### config.mk
export PLATFORM = sky130hd
export DESIGN_NAME = ila_alu
export DESIGN_NICKNAME = d
export VERILOG_FILES = /design/src/hw/rtl/ila_pkg.sv /design/src/hw/rtl/ila_alu.sv
export SDC_FILE = /design/constraint.sdc
export NUM_CORES = 1
export LEC_CHECK = 0
export ABC_CLOCK_PERIOD_IN_PS = 6990
export BUFFER_PORTS_ARGS = -buffer_cell sky130_fd_sc_hd__clkbuf_2
export CAP_MARGIN = 30
export CORE_UTILIZATION = 52
export DETAILED_ROUTE_END_ITERATION = 7
export GPL_ROUTABILITY_DRIVEN = 0
export PLACE_DENSITY = 0.82
export SYNTH_ARGS = -nofsm -noshare
export SYNTH_HDL_FRONTEND = slang
export SYNTH_SLANG_ARGS = --single-unit
### constraint.sdc
create_clock -name vclk -period 6.99
set_input_delay 1.398 -clock vclk [all_inputs]
set_output_delay 1.398 -clock vclk [all_outputs]
set_load 0.02 [all_outputs]
### src/hw/rtl/ila_pkg.sv
// Shared types and constants of the boundary-tag heap allocator.
package ila_pkg;

  typedef enum logic [1:0] {
    MODE_INIT   = 2'd0,
    MODE_MALLOC = 2'd1,
    MODE_FREE   = 2'd2
  } mode_e;

  typedef enum logic [1:0] {
    STAT_OK   = 2'd0,
    STAT_OOM  = 2'd1,
    STAT_ZERO = 2'd2
  } status_e;

  typedef enum logic {
    ALU_ADD = 1'b0,
    ALU_SUB = 1'b1
  } alu_op_e;

  typedef enum logic [5:0] {
    ST_IDLE, ST_DONE,
    ST_I0, ST_I1, ST_I2, ST_I3,
    ST_A0, ST_FF_CMP, ST_FF_ADR, ST_FF_DAT, ST_FF_NXT, ST_X0,
    ST_G0, ST_G1, ST_G2, ST_G3, ST_G4, ST_G5,
    ST_M0, ST_M1, ST_M2, ST_M3, ST_M4, ST_M5, ST_M6, ST_M7, ST_M8, ST_M9, ST_M10,
    ST_MA1, ST_MA2, ST_MA3, ST_MA4,
    ST_MB1, ST_MB2, ST_MB3,
    ST_MC1, ST_MC2, ST_MC3, ST_MC4,
    ST_MRET,
    ST_P0, ST_P1,
    ST_SP0, ST_SP1, ST_SP2, ST_SP3, ST_SP4, ST_SP5,
    ST_NS0, ST_NS1, ST_NS2,
    ST_F0, ST_F1, ST_F2, ST_F3, ST_F4, ST_F5, ST_F6
  } state_e;

  localparam logic [31:0] TAG_PROLOGUE = 32'h9;
  localparam logic [31:0] TAG_EPILOGUE = 32'h1;
  localparam logic [31:0] PROLOGUE_BP  = 32'd8;
  localparam logic [31:0] MIN_BLOCK    = 32'd16;
  localparam logic [31:0] REQ_ROUND    = 32'd15;
  localparam logic [17:0] CHUNK_RESET  = 18'd4096;
  localparam logic [17:0] CHUNK_MIN    = 18'd8;

endpackage

### src/hw/rtl/ila_alu.sv
// Shared 32-bit add/subtract unit with borrow output for unsigned compares.
module ila_alu (
  input  logic             [31:0] a_i,
  input  logic             [31:0] b_i,
  input  ila_pkg::alu_op_e        op_i,
  output logic             [31:0] res_o,
  output logic                    borrow_o
);
  import ila_pkg::*;

  logic [32:0] full;

  always_comb begin
    case (op_i)
      ALU_ADD: full = {1'b0, a_i} + {1'b0, b_i};
      ALU_SUB: full = {1'b0, a_i} - {1'b0, b_i};
      default: full = '0;
    endcase
  end

  assign res_o    = full[31:0];
  // For a subtraction the top bit is set exactly when a is below b.
  assign borrow_o = (op_i == ALU_SUB) && full[32];

endmodule

==> impl_metrics.prom, run 1 <==
# TYPE chip_impl_metric gauge
chip_impl_metric{name="grt_pass1_vias",unit=""} 2529
chip_impl_metric{name="post-route-min-period",unit="ns"} 6.74
chip_impl_metric{name="grt_first_pass_wirelength",unit="um"} 10700
chip_impl_metric{name="yosysUniqueCellTypes",unit=""} 43
chip_impl_metric{name="global_route.usage.total",unit="%"} 25.8
chip_impl_metric{name="synth_seq_area_share",unit="%"} 0
chip_impl_info{name="crit_path_start_kind",value="primary input"} 1
chip_impl_info{name="critical_path_start_end_classification",value="primary input to output pin"} 1
chip_impl_metric{name="leakage",unit="nW"} 1.46
chip_impl_metric{name="diodes",unit=""} 0
chip_impl_metric{name="post_synth_inst_count",unit=""} 350
chip_impl_info{name="critPathLaunch",value="b_i[9]"} 1
chip_impl_metric{name="portBuffers",unit=""} 98
chip_impl_metric{name="pin_count",unit=""} 98
chip_impl_metric{name="sequential_cell_area",unit="um2"} 0
chip_impl_metric{name="timing.critical_path.fanout_max",unit=""} 5
chip_impl_metric{name="synthesis.area_per_instance",unit="um2"} 6.72
chip_impl_metric{name="fp.dieW",unit="um"} 69.2
chip_impl_info{name="outcome",value="complete, no violations"} 1
chip_impl_metric{name="post_drt_via_cell_ratio",unit=""} 5.75
chip_impl_metric{name="final_util",unit="%"} 66.0
chip_impl_metric{name="vdd_drop_max",unit="uV"} 118
chip_impl_metric{name="post-cts-setup-buffer-count",unit=""} 0
chip_impl_metric{name="timing.critical_path.slowest_cell_delay",unit="ns"} 0.55
chip_impl_metric{name="final.fill_count",unit=""} 412
chip_impl_metric{name="timing_worst_slew_pin_value",unit="ns"} 0.614
chip_impl_metric{name="totalNegativeSetupSlack",unit="ns"} 0
chip_impl_metric{name="firstDrtPassIters",unit=""} 4
chip_impl_metric{name="fp.dieArea",unit="um2"} 4790
chip_impl_metric{name="period_utilisation_layout",unit="%"} 96.4
chip_impl_metric{name="yosysWarningCount",unit=""} 0
chip_impl_metric{name="initial_core_util",unit="%"} 54.0
chip_impl_metric{name="core_area",unit="um2"} 4350
chip_impl_metric{name="grt_start_max_net_pins",unit=""} 33
chip_impl_metric{name="report.final.hold_viol_count",unit=""} 0
chip_impl_metric{name="synthesis.nets",unit=""} 449
chip_impl_metric{name="cellPowerDensity",unit="nW/um2"} 157
chip_impl_metric{name="post_synth_instance_area",unit="um2"} 2350
chip_impl_metric{name="worst-path-buf-inv",unit=""} 2
chip_impl_metric{name="final.hold.worst_slack",unit="ns"} 3.21
chip_impl_metric{name="n_sequential_cell",unit=""} 0
chip_impl_metric{name="cts_resized",unit=""} 0
chip_impl_metric{name="max_freq",unit="MHz"} 148
chip_impl_metric{name="final_layout_size_suffix_gt1_share",unit="%"} 24.7
chip_impl_metric{name="drc",unit=""} 0
chip_impl_info{name="critical_path.top_delay_family",value="simple AND/OR/NAND/NOR gates"} 1
chip_impl_info{name="synth_area_leaders",value="sky130_fd_sc_hd__ha_1, sky130_fd_sc_hd__xnor2_1, sky130_fd_sc_hd__a21oi_1, sky130_fd_sc_hd__a21o_1, sky130_fd_sc_hd__nor2_1"} 1
chip_impl_info{name="crit_chain",value="clkbuf_2 > or4_4 > or3_4 > or2_4 > or2_4 > nor4_1 > nor2_1 > xnor2_1 > ha_1 > a21o_1 > a21o_1 > a21oi_1 > nor2b_1 > a311o_1 > a21oi_1 > xnor2_1 > clkbuf_2"} 1
chip_impl_metric{name="row_count",unit=""} 24
chip_impl_info{name="hold_path.class",value="primary input to output pin"} 1
chip_impl_metric{name="routedWlPerCell",unit="um"} 13.0
chip_impl_metric{name="area_growth",unit="%"} 22.2
chip_impl_metric{name="globalRoute.totalOverflow",unit=""} 0
chip_impl_metric{name="max_cap_viol_count",unit=""} 0
chip_impl_metric{name="routed_wl",unit="um"} 6390
chip_impl_metric{name="worst_slew_margin_rel",unit="%"} 59.0
chip_impl_metric{name="post_route_ant_nets",unit=""} 0
chip_impl_metric{name="worst_ep_required_time",unit="ns"} 5.59
chip_impl_info{name="critical_path.endpoint_type",value="output pin"} 1
chip_impl_info{name="hp-start",value="b_i[0]"} 1
chip_impl_metric{name="layout.clock_buffers",unit=""} 0
chip_impl_metric{name="dieHeight",unit="um"} 69.2
chip_impl_metric{name="cp_data_arrival_time",unit="ns"} 5.34
chip_impl_metric{name="cts-hold-fix-buffers",unit=""} 0
chip_impl_info{name="critPathSlowestCell",value="sky130_fd_sc_hd__or4_4"} 1
chip_impl_metric{name="slew_viol_final",unit=""} 0
chip_impl_info{name="rsz0062_at_grt",value="false"} 1
chip_impl_metric{name="numnets_final",unit=""} 539
chip_impl_metric{name="dp.final_hpwl",unit="um"} 5520
chip_impl_metric{name="setup_violations",unit=""} 0
chip_impl_metric{name="initial_antenna_violation_count",unit=""} 0
chip_impl_metric{name="initialDrtViolationCount",unit=""} 214
chip_impl_metric{name="routed-via-count",unit=""} 2818
chip_impl_info{name="yosysTopAreaCell",value="sky130_fd_sc_hd__ha_1"} 1
chip_impl_metric{name="total_power",unit="mW"} 0.451
chip_impl_metric{name="yosys.area.top_type_share",unit="%"} 17.6
stage by stage:
stage / cells / setup WS, ns / cell area, um2
CTS: 490 / 0.322 / 2870
global route: 490 / 0.00739 / 2870
global placement: 490 / 0.413 / 2870
finish: 490 / 0.249 / 2870
floorplan: 350 / 0.703 / 2350
detailed placement: 490 / 0.325 / 2870
report_power, final:
group	internal, mW	switching [mW]
Sequential	0	0
Combinational	0.178	0.273
Clock	0	0
Total	0.178	0.273
area by class of cell:
cell class | instances | area [um2] | area share, %
Multi-Input combinational cell | 327 | 2260 | 78.8
Inverter | 12 | 45.0 | 1.57
Tap cell | 52 | 65.1 | 2.26
Timing Repair Buffer | 99 | 498 | 17.3
path summary, 6_finish.rpt:
path | to | cells after the start
min | res_o[0] | 4
max | res_o[30] | 17
cells by family after synthesis:
| logic type | count (synthesis) | share of synthesized area [%] |
|---|---|---|
| compound gates | 115 | 31.1 |
| xor+xnor | 59 | 22.0 |
| fa+ha+maj | 34 | 18.4 |
| buf+inv | 23 | 3.67 |
| mux | 1 | 0.426 |
| simple gates | 118 | 24.4 |
tightest hold or removal path: stages:
cell and delay (ns):
sky130_fd_sc_hd__clkbuf_2 0.11, sky130_fd_sc_hd__ha_1 0.12, sky130_fd_sc_hd__inv_1 0.03, sky130_fd_sc_hd__clkbuf_2 0.14
synth_stat cells (all sizes together) (3+ instances only):
library cell / number
a21o: 23
ha: 33
a21oi: 42
xor2: 13
nand3: 9
and3: 3
nor3: 11
nand4: 4
o31a: 3
xnor2: 46
a31o: 3
nand2b: 3
nor4: 5
nor2: 42
a31oi: 7
nor2b: 8
o21bai: 4
inv: 12
o21ai: 16
clkbuf: 10
nand2: 26
metal layers:
| layer | track usage (%) | up-vias | part of all wire, % |
|---|---|---|---|
| li1 | - | 1448 | - |
| met1 | 35.5 | 1276 | 45 |
| met2 | 44.9 | 88 | 48 |
| met3 | 1.89 | 6 | 5.2 |
| met4 | 3.17 | 0 | 0.94 |
| met5 | 0 | - | 0 |
layout by cell type, fill, tap and decap left out, drive strengths merged, types with 3 or more instances in the layout:
cell type,count
inv,12
xnor2,46
o21bai,4
ha,33
xor2,13
nand4,4
and3,3
clkbuf,98
a21oi,42
o31a,3
nor2,42
nor4,5
a31o,3
nor3,11
o21ai,16
nand2,26
a21o,23
nand3,9
nand2b,3
nor2b,8
a31oi,7
Note: power is estimated with default switching activity, not from simulation.
==> run 2, diff against run 1 <==
--- a/config.mk
+++ b/config.mk
@@ -5,9 +5,10 @@
 export SDC_FILE = /design/constraint.sdc
 export NUM_CORES = 1
 export LEC_CHECK = 0
-export ABC_CLOCK_PERIOD_IN_PS = 6990
+export ABC_CLOCK_PERIOD_IN_PS = 6300
 export BUFFER_PORTS_ARGS = -buffer_cell sky130_fd_sc_hd__clkbuf_2
 export CAP_MARGIN = 30
+export CORE_ASPECT_RATIO = 0.9
 export CORE_UTILIZATION = 52
 export DETAILED_ROUTE_END_ITERATION = 7
 export GPL_ROUTABILITY_DRIVEN = 0
==> constraint.sdc (replaced) <==
create_clock -name vclk -period 6.3
set_input_delay 1.26 -clock vclk [all_inputs]
set_output_delay 1.26 -clock vclk [all_outputs]
set_load 0.02 [all_outputs]
==> run 2 against run 1 <==
- routed wire length rose by 12%
- sequential cell count unchanged
- global-route usage increased by 3.3 points
==> impl_metrics.prom, run 2 (synthesized netlist as in run 1, its figures left out) <==
# TYPE chip_impl_metric gauge
chip_impl_info{name="outcome",value="complete, no violations"} 1
chip_impl_metric{name="final_layout_size_suffix_gt1_share",unit="%"} 30.2
chip_impl_metric{name="leakage",unit="nW"} 1.54
chip_impl_info{name="critical_path.top_delay_family",value="compound AO/OA/AOI/OAI gates"} 1
chip_impl_metric{name="vdd_drop_max",unit="uV"} 117
chip_impl_metric{name="slew_viol_final",unit=""} 0
chip_impl_metric{name="report.final.hold_viol_count",unit=""} 0
chip_impl_metric{name="grt_start_max_net_pins",unit=""} 19
chip_impl_metric{name="initial_core_util",unit="%"} 55.8
chip_impl_metric{name="whs_path_depth",unit=""} 4
chip_impl_metric{name="diodes",unit=""} 0
chip_impl_info{name="layout_common_cells",value="sky130_fd_sc_hd__clkbuf_2, sky130_fd_sc_hd__xnor2_1, sky130_fd_sc_hd__nor2_1"} 1
chip_impl_metric{name="post_drt_via_cell_ratio",unit=""} 5.70
chip_impl_metric{name="cellPowerDensity",unit="nW/um2"} 177
chip_impl_metric{name="drc",unit=""} 0
chip_impl_metric{name="post-route-min-period",unit="ns"} 6.19
chip_impl_info{name="mostFrequentLayoutCell",value="sky130_fd_sc_hd__clkbuf_2"} 1
chip_impl_metric{name="fp.dieW",unit="um"} 72.9
chip_impl_metric{name="core_area",unit="um2"} 4210
chip_impl_metric{name="timing.critical_path.fanout_max",unit=""} 8
chip_impl_metric{name="max_freq",unit="MHz"} 162
chip_impl_metric{name="firstDrtPassIters",unit=""} 4
chip_impl_metric{name="timing_worst_slew_pin_value",unit="ns"} 0.484
chip_impl_metric{name="max_cap_viol_count",unit=""} 0
chip_impl_metric{name="pin_count",unit=""} 98
chip_impl_metric{name="routedWlPerCell",unit="um"} 14.0
chip_impl_metric{name="n_sequential_cell",unit=""} 0
chip_impl_metric{name="initialDrtViolationCount",unit=""} 236
chip_impl_info{name="critical_path.endpoint_type",value="output pin"} 1
chip_impl_metric{name="total_power",unit="mW"} 0.549
chip_impl_metric{name="post-route-worst-setup-slack",unit="ns"} 0.115
chip_impl_info{name="critical_path.most_common_cell",value="sky130_fd_sc_hd__a21oi_1"} 1
chip_impl_info{name="min_delay_worst_endpoint",value="res_o[0]"} 1
chip_impl_metric{name="dp.final_hpwl",unit="um"} 5820
chip_impl_info{name="crit_chain",value="clkbuf_2 > or4_4 > or3_4 > or2_4 > nor2_1 > a21oi_1 > xnor2_1 > ha_4 > a21o_1 > a21o_1 > a21oi_1 > o21bai_1 > a211oi_2 > a21oi_2 > a21oi_1 > xnor2_1 > clkbuf_2"} 1
chip_impl_info{name="rsz0062_at_grt",value="true"} 1
chip_impl_metric{name="initial_antenna_violation_count",unit=""} 0
chip_impl_metric{name="final.hold.worst_slack",unit="ns"} 2.94
chip_impl_metric{name="numnets_final",unit=""} 554
chip_impl_info{name="hold_path.class",value="primary input to output pin"} 1
chip_impl_metric{name="portBuffers",unit=""} 98
chip_impl_info{name="hp-start",value="b_i[0]"} 1
chip_impl_metric{name="cp_data_arrival_time",unit="ns"} 4.93
chip_impl_metric{name="layout.clock_buffers",unit=""} 0
chip_impl_info{name="critPathSlowestCell",value="sky130_fd_sc_hd__or4_4"} 1
chip_impl_metric{name="grt_pass1_vias",unit=""} 2643
chip_impl_metric{name="globalRoute.totalOverflow",unit=""} 0
chip_impl_metric{name="layoutNonFillerInstCount",unit=""} 513
chip_impl_metric{name="worst_ep_required_time",unit="ns"} 5.04
chip_impl_metric{name="sequential_cell_area",unit="um2"} 0
chip_impl_metric{name="global_route.usage.total",unit="%"} 29.1
chip_impl_metric{name="placedCellCount",unit=""} 509
chip_impl_metric{name="routed-via-count",unit=""} 2923
chip_impl_metric{name="post_route_ant_nets",unit=""} 0
chip_impl_info{name="critical_path_start_end_classification",value="primary input to output pin"} 1
chip_impl_metric{name="cts-hold-fix-buffers",unit=""} 0
chip_impl_metric{name="routed_wl",unit="um"} 7180
chip_impl_info{name="crit_path_start_kind",value="primary input"} 1
chip_impl_metric{name="worst-path-buf-inv",unit=""} 2
chip_impl_metric{name="area_growth",unit="%"} 31.6
chip_impl_metric{name="dieHeight",unit="um"} 65.8
chip_impl_metric{name="fp.dieArea",unit="um2"} 4790
chip_impl_metric{name="timing.critical_path.slowest_cell_delay",unit="ns"} 0.53
chip_impl_metric{name="row_count",unit=""} 22
chip_impl_metric{name="final.fill_count",unit=""} 377
chip_impl_metric{name="grt_first_pass_wirelength",unit="um"} 11400
chip_impl_metric{name="setup_violations",unit=""} 0
chip_impl_metric{name="worst_slew_margin_rel",unit="%"} 67.5
chip_impl_metric{name="final_util",unit="%"} 73.5
chip_impl_metric{name="period_utilisation_layout",unit="%"} 98.2
chip_impl_metric{name="post_place_worst_slack",unit="ns"} 0.0820
-- run 2: report_power, final --
part / switching (mW) / internal, mW
Combinational: 0.324 / 0.225
Clock: 0 / 0
Sequential: 0 / 0
Total: 0.324 / 0.225
-- run 2: per-layer routing --
metal / GRT usage, % / up-vias / routed length (um) / part of all wire (%)
met1: 39.1 / 1308 / 3180 / 44
met5: 0 / - / 0 / 0
met2: 51.9 / 126 / 3470 / 48
met4: 3.68 / 0 / 79 / 1.1
li1: - / 1479 / - / -
met3: 1.83 / 10 / 446 / 6.2
-- run 2: how the worst max path moves through the flow --
stage | to | cells past startpoint | slack (ns) | startpoint
detailed placement | res_o[30] | 17 | 0.08 | b_i[7]
CTS | res_o[30] | 17 | 0.06 | b_i[7]
floorplan | res_o[29] | 16 | 0.29 | b_i[9]
global placement | res_o[30] | 17 | 0.12 | b_i[9]
global route | res_o[31] | 18 | -0.07 | b_i[9]
finish | res_o[27] | 17 | 0.11 | b_i[7]
-- run 2: what timing repair did --
item                                    4_1_cts  5_1_grt
endpoints found under the hold margin         0        0
buffers inserted                              0        4
gates resized for setup                       0       27
endpoints found under the setup margin        0        7
-- run 2: through the flow --
step / cell area, um2 / TNS, ns
after floorplan: 2350 / 0
after global placement: 2970 / 0
after detailed placement: 2970 / 0
after CTS: 2970 / 0
after global routing: 3090 / -0.225
final: 3090 / 0
-- run 2: area by class of cell --
class                      instances  area [um2]  area share, %
inverter                          12        45.0           1.46
multi-input combinational        327        2350           76.1
timing repair buffer             114         621           20.1
tap                               60        75.1           2.43
